[config.mk]
export PLATFORM = sky130hd
export DESIGN_NAME = barrier_basket_payoff
export DESIGN_NICKNAME = d
export VERILOG_FILES = /design/src/hdl/bbp_pkg.sv /design/src/hdl/bbp_tables.sv /design/src/hdl/barrier_basket_payoff.sv
export SDC_FILE = /design/constraint.sdc
export NUM_CORES = 2
export LEC_CHECK = 0
export ABC_CLOCK_PERIOD_IN_PS = 21900
export BUFFER_PORTS_ARGS = -buffer_cell sky130_fd_sc_hd__buf_2
export CAP_MARGIN = 0
export CORE_ASPECT_RATIO = 0.5
export CORE_MARGIN = 2
export CORE_UTILIZATION = 56
export CTS_CLUSTER_SIZE = 16
export DETAILED_ROUTE_END_ITERATION = 10
export PLACE_DENSITY = 0.7
export SLEW_MARGIN = 20
export SYNTH_ARGS = -nofsm -noshare
export SYNTH_HDL_FRONTEND = slang
export SYNTH_SLANG_ARGS = --single-unit
[constraint.sdc]
create_clock -name clk_i -period 21.9 [get_ports clk_i]
set_input_delay 0 -clock clk_i [delete_from_list [all_inputs] [get_ports clk_i]]
set_output_delay 0 -clock clk_i [all_outputs]
set_load 0.05 [all_outputs]
[src/hdl/bbp_pkg.sv]
`default_nettype none

package bbp_pkg;

  // table sizes and step limit
  localparam int unsigned MaxAssetsDefault = 16;
  localparam int unsigned MaxStepsDefault  = 1024;

  // field widths
  localparam int unsigned AssetW  = 4;
  localparam int unsigned StepW   = 10;
  localparam int unsigned PriceW  = 32;
  localparam int unsigned WeightW = 16;
  localparam int unsigned StrikeW = 16;
  localparam int unsigned TStepsW = 11;
  localparam int unsigned ACountW = 5;
  localparam int unsigned CfgIdxW = 2;
  localparam int unsigned CfgW    = 16;
  localparam int unsigned SumW    = 64;
  localparam int unsigned ProdW   = PriceW + 1 + WeightW;
  localparam int unsigned FracDrop = 12;
  localparam int unsigned StrikeShift = 28;
  localparam int unsigned InDataW = 128;

  // configuration register indexes
  localparam logic [CfgIdxW-1:0] CFG_STRIKE = 2'd0;
  localparam logic [CfgIdxW-1:0] CFG_TSTEPS = 2'd1;
  localparam logic [CfgIdxW-1:0] CFG_ACOUNT = 2'd2;

  // command codes
  localparam logic CMD_LOAD   = 1'b0;
  localparam logic CMD_SAMPLE = 1'b1;

  // one asset's table entry
  typedef struct packed {
    logic [WeightW-1:0] weight;
    logic [PriceW-1:0]  lower;
    logic [PriceW-1:0]  upper;
  } bbp_entry_t;

endpackage

`default_nettype wire

[src/hdl/bbp_tables.sv]
`default_nettype none

module bbp_tables #(
  parameter int unsigned MAX_ASSETS = bbp_pkg::MaxAssetsDefault
) (
  input  wire                                          clk_i,
  input  wire                                          we_i,
  input  wire  [(MAX_ASSETS > 1 ? $clog2(MAX_ASSETS) : 1)-1:0] waddr_i,
  input  bbp_pkg::bbp_entry_t                          wdata_i,
  input  wire                                          re_i,
  input  wire  [(MAX_ASSETS > 1 ? $clog2(MAX_ASSETS) : 1)-1:0] raddr_i,
  output bbp_pkg::bbp_entry_t                          rdata_o
);

  bbp_pkg::bbp_entry_t mem_q [MAX_ASSETS];
  bbp_pkg::bbp_entry_t rdata_q;

  always_ff @(posedge clk_i) begin
    if (we_i) begin
      mem_q[waddr_i] <= wdata_i;
    end
  end

  // registered read, updated only when a sample word for a used asset is taken
  always_ff @(posedge clk_i) begin
    if (re_i) begin
      rdata_q <= mem_q[raddr_i];
    end
  end

  assign rdata_o = rdata_q;

endmodule

`default_nettype wire

[src/hdl/barrier_basket_payoff.sv]
`default_nettype none

// Double-barrier basket call payoff over streamed Monte Carlo paths. Load words
// (tuser 0) write one asset's weight and barriers; sample words (tuser 1) are
// checked against their asset's barriers and, at the final time step, weighted
// and summed. A sample with tlast set emits one payoff word: max(sum - strike, 0)
// in Q16.16, saturated, or 0 with tuser set if the path was knocked out. The
// block takes one word per cycle while the output is drained; a result passes
// through the registered stages table read, multiply and barrier compare,
// accumulate, strike subtract and saturate. Unused assets' samples are dropped.
// The user writes configuration only while no word is in flight (not enforced).
module barrier_basket_payoff #(
  parameter int unsigned MAX_ASSETS = bbp_pkg::MaxAssetsDefault,
  parameter int unsigned MAX_STEPS  = bbp_pkg::MaxStepsDefault
) (
  input  wire                                clk_i,
  input  wire                                rst_ni,
  input  wire                                cfg_we_i,
  input  wire  [bbp_pkg::CfgIdxW-1:0]        cfg_idx_i,
  input  wire  [bbp_pkg::CfgW-1:0]           cfg_data_i,
  input  wire                                s_axis_tvalid,
  output logic                               s_axis_tready,
  // asset_index, step_index, price, weight, lower_bound, upper_bound, zero pad
  input  wire  [bbp_pkg::InDataW-1:0]        s_axis_tdata,
  // cmd
  input  wire                                s_axis_tuser,
  input  wire                                s_axis_tlast,
  output logic                               m_axis_tvalid,
  input  wire                                m_axis_tready,
  // payoff_value
  output logic [bbp_pkg::PriceW-1:0]         m_axis_tdata,
  // knocked_out
  output logic                               m_axis_tuser
);

  localparam int unsigned AW  = (MAX_ASSETS > 1) ? $clog2(MAX_ASSETS) : 1;
  localparam int unsigned IW  = 7;
  localparam int unsigned MSW = $clog2(MAX_STEPS + 1);
  localparam int unsigned SW  = (MSW > bbp_pkg::TStepsW) ? MSW : bbp_pkg::TStepsW;
  localparam logic [SW-1:0]  MaxStepsC  = SW'(MAX_STEPS);
  localparam logic [IW-1:0]  MaxAssetsC = IW'(MAX_ASSETS);
  localparam int unsigned SW64 = bbp_pkg::SumW;

  // configuration
  logic [bbp_pkg::StrikeW-1:0] strike_q;
  logic [bbp_pkg::TStepsW-1:0] tsteps_q;
  logic [bbp_pkg::ACountW-1:0] acount_q;

  always_ff @(posedge clk_i or negedge rst_ni) begin
    if (!rst_ni) begin
      strike_q <= '0;
      tsteps_q <= bbp_pkg::TStepsW'(1);
      acount_q <= bbp_pkg::ACountW'(1);
    end else if (cfg_we_i) begin
      unique case (cfg_idx_i)
        bbp_pkg::CFG_STRIKE: strike_q <= cfg_data_i[bbp_pkg::StrikeW-1:0];
        bbp_pkg::CFG_TSTEPS: tsteps_q <= cfg_data_i[bbp_pkg::TStepsW-1:0];
        bbp_pkg::CFG_ACOUNT: acount_q <= cfg_data_i[bbp_pkg::ACountW-1:0];
        default: ;
      endcase
    end
  end

  // input word unpack
  logic [bbp_pkg::AssetW-1:0]  in_asset;
  logic [bbp_pkg::StepW-1:0]   in_step;
  logic [bbp_pkg::PriceW-1:0]  in_price;
  bbp_pkg::bbp_entry_t         in_entry;

  assign in_asset        = s_axis_tdata[3:0];
  assign in_step         = s_axis_tdata[13:4];
  assign in_price        = s_axis_tdata[45:14];
  assign in_entry.weight = s_axis_tdata[61:46];
  assign in_entry.lower  = s_axis_tdata[93:62];
  assign in_entry.upper  = s_axis_tdata[125:94];

  logic            in_take;
  logic [IW-1:0]   asset_ext;
  logic            asset_in_tbl;
  logic            asset_used;
  logic [SW-1:0]   steps_eff;
  logic [SW-1:0]   step_ext;
  logic            step_ok;
  logic            step_final;
  logic            load_we;
  logic            sample_go;

  assign in_take      = s_axis_tvalid && s_axis_tready;
  assign asset_ext    = IW'(in_asset);
  assign asset_in_tbl = asset_ext < MaxAssetsC;
  assign asset_used   = asset_in_tbl && (asset_ext < IW'(acount_q));
  assign steps_eff    = (SW'(tsteps_q) < MaxStepsC) ? SW'(tsteps_q) : MaxStepsC;
  assign step_ext     = SW'(in_step);
  assign step_ok      = step_ext < steps_eff;
  assign step_final   = (step_ext + SW'(1)) == steps_eff;
  assign load_we      = in_take && (s_axis_tuser == bbp_pkg::CMD_LOAD) && asset_in_tbl;
  assign sample_go    = in_take && (s_axis_tuser == bbp_pkg::CMD_SAMPLE) && asset_used;

  bbp_pkg::bbp_entry_t tbl_rd;

  bbp_tables #(
    .MAX_ASSETS (MAX_ASSETS)
  ) u_tables (
    .clk_i   (clk_i),
    .we_i    (load_we),
    .waddr_i (asset_ext[AW-1:0]),
    .wdata_i (in_entry),
    .re_i    (sample_go),
    .raddr_i (asset_ext[AW-1:0]),
    .rdata_o (tbl_rd)
  );

  // handshake chain: each stage moves when the next has room
  logic s1_v_q, s2_v_q, s3_v_q, out_v_q;
  logic s1_ok_q, s1_fin_q, s1_last_q;
  logic [bbp_pkg::PriceW-1:0] s1_price_q;
  logic s2_acc_q, s2_brk_q, s2_last_q;
  logic signed [bbp_pkg::ProdW-1:0] s2_prod_q;

  logic out_free, s3_free, s2_adv, s2_free, s1_adv, s1_free;

  assign out_free = !out_v_q || m_axis_tready;
  assign s3_free  = !s3_v_q || out_free;
  assign s2_adv   = s2_v_q && (!s2_last_q || s3_free);
  assign s2_free  = !s2_v_q || s2_adv;
  assign s1_adv   = s1_v_q && s2_free;
  assign s1_free  = !s1_v_q || s1_adv;
  assign s_axis_tready = s1_free;

  // stage 1: sample word and its table entry
  always_ff @(posedge clk_i or negedge rst_ni) begin
    if (!rst_ni) begin
      s1_v_q <= 1'b0;
    end else if (s1_free) begin
      s1_v_q <= sample_go;
    end
  end

  always_ff @(posedge clk_i) begin
    if (sample_go) begin
      s1_ok_q    <= step_ok;
      s1_fin_q   <= step_ok && step_final;
      s1_last_q  <= s_axis_tlast;
      s1_price_q <= in_price;
    end
  end

  // stage 2: barrier compare and weighting
  logic signed [bbp_pkg::ProdW-1:0] prod;
  logic                             breach;

  assign prod   = $signed({1'b0, s1_price_q}) * $signed(tbl_rd.weight);
  assign breach = s1_ok_q && ((s1_price_q < tbl_rd.lower) || (s1_price_q > tbl_rd.upper));

  always_ff @(posedge clk_i or negedge rst_ni) begin
    if (!rst_ni) begin
      s2_v_q <= 1'b0;
    end else if (s2_free) begin
      s2_v_q <= s1_adv;
    end
  end

  always_ff @(posedge clk_i) begin
    if (s1_adv) begin
      s2_prod_q <= prod;
      s2_acc_q  <= s1_fin_q;
      s2_brk_q  <= breach;
      s2_last_q <= s1_last_q;
    end
  end

  // stage 3: path accumulator, handed off on the path's last sample
  logic [SW64-1:0] sum_q;
  logic            brk_q;
  logic [SW64-1:0] sum_d;
  logic            brk_d;
  logic [SW64-1:0] res_sum_q;
  logic            res_brk_q;

  assign sum_d = sum_q + (s2_acc_q ? SW64'(s2_prod_q) : '0);
  assign brk_d = brk_q || s2_brk_q;

  always_ff @(posedge clk_i or negedge rst_ni) begin
    if (!rst_ni) begin
      sum_q  <= '0;
      brk_q  <= 1'b0;
      s3_v_q <= 1'b0;
    end else begin
      if (s2_adv) begin
        if (s2_last_q) begin
          sum_q <= '0;
          brk_q <= 1'b0;
        end else begin
          sum_q <= sum_d;
          brk_q <= brk_d;
        end
      end
      if (s2_adv && s2_last_q) begin
        s3_v_q <= 1'b1;
      end else if (out_free) begin
        s3_v_q <= 1'b0;
      end
    end
  end

  always_ff @(posedge clk_i) begin
    if (s2_adv && s2_last_q) begin
      res_sum_q <= sum_d;
      res_brk_q <= brk_d;
    end
  end

  // output stage: strike subtract, truncate to Q16.16, saturate
  logic [SW64-1:0]             diff;
  logic                        in_money;
  logic                        sat;
  logic [bbp_pkg::PriceW-1:0]  payoff;
  logic [bbp_pkg::PriceW-1:0]  out_data_q;
  logic                        out_ko_q;

  assign diff     = res_sum_q - (SW64'(strike_q) << bbp_pkg::StrikeShift);
  assign in_money = !res_brk_q && (diff != '0) && !diff[SW64-1];
  assign sat      = |diff[SW64-2:bbp_pkg::PriceW+bbp_pkg::FracDrop];
  assign payoff   = !in_money ? '0 :
                    sat ? '1 : diff[bbp_pkg::PriceW+bbp_pkg::FracDrop-1:bbp_pkg::FracDrop];

  always_ff @(posedge clk_i or negedge rst_ni) begin
    if (!rst_ni) begin
      out_v_q <= 1'b0;
    end else if (out_free) begin
      out_v_q <= s3_v_q;
    end
  end

  always_ff @(posedge clk_i) begin
    if (out_free && s3_v_q) begin
      out_data_q <= payoff;
      out_ko_q   <= res_brk_q;
    end
  end

  assign m_axis_tvalid = out_v_q;
  assign m_axis_tdata  = out_data_q;
  assign m_axis_tuser  = out_ko_q;

  // a knocked-out path never pays
  assert property (@(posedge clk_i) disable iff (!rst_ni)
    (m_axis_tvalid && m_axis_tuser) |-> (m_axis_tdata == '0))
    else $error("knocked-out word with non-zero payoff");

  // a pending result is kept until the output stage takes it
  assert property (@(posedge clk_i) disable iff (!rst_ni)
    (s3_v_q && !out_free) |=> (s3_v_q && $stable(res_sum_q) && $stable(res_brk_q)))
    else $error("pending result lost");

  // the accumulator restarts after every path end
  assert property (@(posedge clk_i) disable iff (!rst_ni)
    (s2_adv && s2_last_q) |=> ((sum_q == '0) && !brk_q))
    else $error("accumulator not cleared at path end");

endmodule

`default_nettype wire

==> summary.md <==
The number of antenna violations at the first check in global routing is 7, and the layout cell share with drive strength beyond 1 is 15.99%. The tools report the initial cell density of the core as 56.49%. At the end of the flow, the number of nets in the layout was 6685. In this run the tightest slew margin relative to its limit is 18.45%. The placer's final routability congestion estimate is 0.9043. The detail route stage leaves a number of antenna-violating nets equal to 0.

For the maximum VDD drop, the log shows 0.2208 mV. The number of failing hold endpoints at the final stage was 0; the synthesized area per cell was 15.54 um2. The boundary pin count was 188; the slew at the pin closest to its max-slew limit was 1223 ps.

Largest clock skew in the final design: 76.97 ps. The tools report the cell total after placement as 7439. The routed layout has 48036 vias. The die covers 0.1535 mm2. The min-delay analysis places its worst path in the category in -> reg. The library cell used most frequently in the layout, excluding fill and tap cells, is edfxtp_1. The first routing iteration left 4913 violations. Entering global routing, the biggest net connects 143 pins. The overall routing resource usage was 26.60%; the power density relative to cell area was 132.5 mW/mm2.

Clock-pin slew was measured on the worst setup and hold paths at 80 ps. Along the worst path, the maximum fanout reaches 18. Synthesis produced 5413 cells.

The library cells used most frequently in the layout, excluding fill and tap cells, are 1545 x edfxtp_1, 609 x inv_1, 420 x fa_1. Setup repair after global routing left no endpoint under its margin. For the via count of the first global-routing pass, the log shows 49974. The tree is rooted in a clkbuf_16. The total standard cell area after synthesis is 0.08411 mm2. The signal on the critical path passes through nand2_1 -> fa_1 -> fa_1 -> fa_1 -> fa_1 -> inv_1 -> fa_1 -> inv_1 -> fa_1 -> inv_1 -> ha_1 -> a21oi_1 -> nand2_1 -> a21o_1 -> o211a_1 -> o22ai_2 -> o21ai_0 -> o41ai_2 -> o21ai_0 -> a41oi_1 -> xnor2_1.

The number of buffers on the longest clock path came out at 4. The top cell type by total area after synthesis is edfxtp_1. In this run the worst setup path begins at s1_price_q[10]$_DFFE_PP_. Across all setup checks in the final design, the least slack found is 13840 ps. The cell that appears most often on the critical path is fa_1. Number of sinks on the clock net: 1646. The clock period could shrink to 8055 ps. The run finished with clean final reports. Sort of element at the start of the critical path: a flop. The tools report the launch point of the worst reg-to-reg path as s1_price_q[10]$_DFFE_PP_.

From left edge to right edge, the die measures 552.1 um. The count of buffers added on input and output ports is 185. The count of placed standard cells in the final layout, fillers left out is 7895, and the number of enable-type register cells in the synthesized netlist is 1545. Maximum level of the CTS H-tree: 4. The floorplan has 100 rows. For this run the aggregate overflow at the end of global routing stands at 0.

In the synthesized netlist the async set-or-reset flop fraction comes to 6.136%. Sorting the synthesized cells by area gives the leading types as edfxtp_1 55%, mux4_2 11%, fa_1 10%, ha_1 4.6%, dfrtp_1 2.9%. Counting every net in the synthesized netlist gives 6296. Area share of the largest cell type after synthesis: 55.16%. The ratio of final minimum period to clock period works out to 36.78%. The logs give 0 for the total number of yosys warnings and 5 for the iteration count of the initial detailed-routing pass. The die is 278.1 um tall. Summing internal, switching and leakage power gives 12.48 mW. The clock latency at the later pin of the worst-skew pair was 810 ps.

The wire-length estimate of the detail-placed layout is 120400 um. Routed wire length per instance: 25.61 um. The data required time of the worst path is 22390 ps, and the sequential cell area fraction in the yosys report is 58.16%. Classification of the worst setup path: reg -> reg.

The number of clock buffers added by TritonCTS is 151. Timing analysis after detailed placement gives a worst setup slack of 14040 ps. STA classifies the critical path endpoint as a flop. Synthesis instantiated 89 different standard cells from the library.

The setup TNS is 0 ps, and the post-route worst hold slack is 56.78 ps. The routed via count divided by cell count was 6.084; the worst endpoint data arrival time was 8550 ps. The area growth from synthesis to layout is 11.98%. TritonCTS built the clock tree.

For this design, the slowest cell found on the critical path is edfxtp_1. The aggregate routed wire length was 202200 um; the number of design rule violations left after detail routing was 0. The first global-routing pass estimated 306600 um of wire.

In this run the static leakage power is 35.78 nW. In this run the standard cell core region covers 0.1489 mm2. In this run the cell area measured after placement is 0.08747 mm2.

In this run the most critical hold path is launched from cfg_data_i[8]. The final design utilization was 63.26%; the maximum operating frequency was 124.1 MHz. The finished cells cover 0.09419 mm2. Across the run, the number of max-cap violations was 0. For this run, the leading register cell type out of synthesis is edfxtp_1.

On the worst path, the slowest cell contributes a delay of 1150 ps. The number of setup violations in the final report came out at 0. For the final-report max-slew violation count, the log shows 0. The register bit total from synthesis works out to 1646.
[sequential cells by signal (all words and copies together), names as in the netlist, 11 cells and up]
| name | cells |
|---|---|
| s2_prod_q | 49 |
| res_sum_q | 64 |
| s1_price_q | 32 |
| tsteps_q | 11 |
| u_tables.rdata_o | 80 |
| u_tables.mem_q | 1280 |
| m_axis_tdata | 32 |
| strike_q | 16 |
| sum_q | 64 |
[layer usage]
metal,track usage (%),wire (um)
met5,0,0
met4,5.862,3995
met3,4.618,17310
met2,43.94,97640
met1,37.50,83250
[logic make-up after synthesis]
family	count (synthesis)	share of synthesized area, %
mux	422	11.00
simple gates	1043	6.201
xor+xnor	135	1.406
fa+ha+maj	730	14.61
buf+inv	844	3.792
flops	1646	58.16
compound gates	593	4.831
[final cells by class]
cell class,count,area [um2]
multi-input cells,2923,32150
inverters,611,2293
clock inverters,73,670.6
clock buffers,183,3993
well taps,1989,2489
repair buffers,469,3666
diodes,1,2.502
flip-flops and latches,1646,48920
fillers,10568,54700
[worst max-delay path, delay by kind of cell, from the launching register on]
| family | cells | cell delay (ps) |
|---|---|---|
| DFF | 1 | 1150 |
| buffers and inverters | 3 | 140 |
| adders and majority gates | 7 | 3490 |
| xor gates and xnor gates | 1 | 90 |
| and+or+nand+nor | 2 | 300 |
| AOI/OAI and AO/OA | 8 | 2590 |
[final timing paths]
kind | to | slack [ps] | depth (start not counted)
worst max-delay path | s2_prod_q[47]$_DFFE_PP_ | 13840 | 21
worst min register to register | s2_last_q$_DFFE_PP_ | 440 | 0
max in group asynchronous | sum_q[31]$_DFFE_PN0P_ | 20810 | 4
min in group asynchronous | tsteps_q[0]$_DFFE_PN1P_ | 340 | 3
worst min-delay path | tsteps_q[8]$_DFFE_PN0P_ | 60 | 3
worst max register to register | s2_prod_q[47]$_DFFE_PP_ | 13840 | 21
[what timing repair did]
action / CTS / global route
setup buffers: 0 / 0
resized for setup: 0 / 0
endpoints found under the hold margin: 1402 / 1
setup endpoints to repair: 0 / 0
hold buffers: 194 / 1
[report_power, final]
part | internal, mW | switching (mW)
Combinational | 2.47 | 3.46
Clock | 1.41 | 1.15
Sequential | 3.90 | 0.0872
Total | 7.78 | 4.69
[synthesized netlist by cell type, drive strengths merged, types with 29 or more instances]
cell type / instances
ha: 310
nand4: 45
fa: 420
nand2: 404
nor3: 33
nand2b: 31
a21o: 125
o21ai: 86
buf: 32
clkbuf: 201
nor2: 116
dfrtp: 99
edfxtp: 1545
a22o: 59
nand3: 30
xor2: 51
and2: 278
nor2b: 29
mux4: 400
a21oi: 149
xnor2: 84
inv: 610
Power figures use the tool's default switching activity.
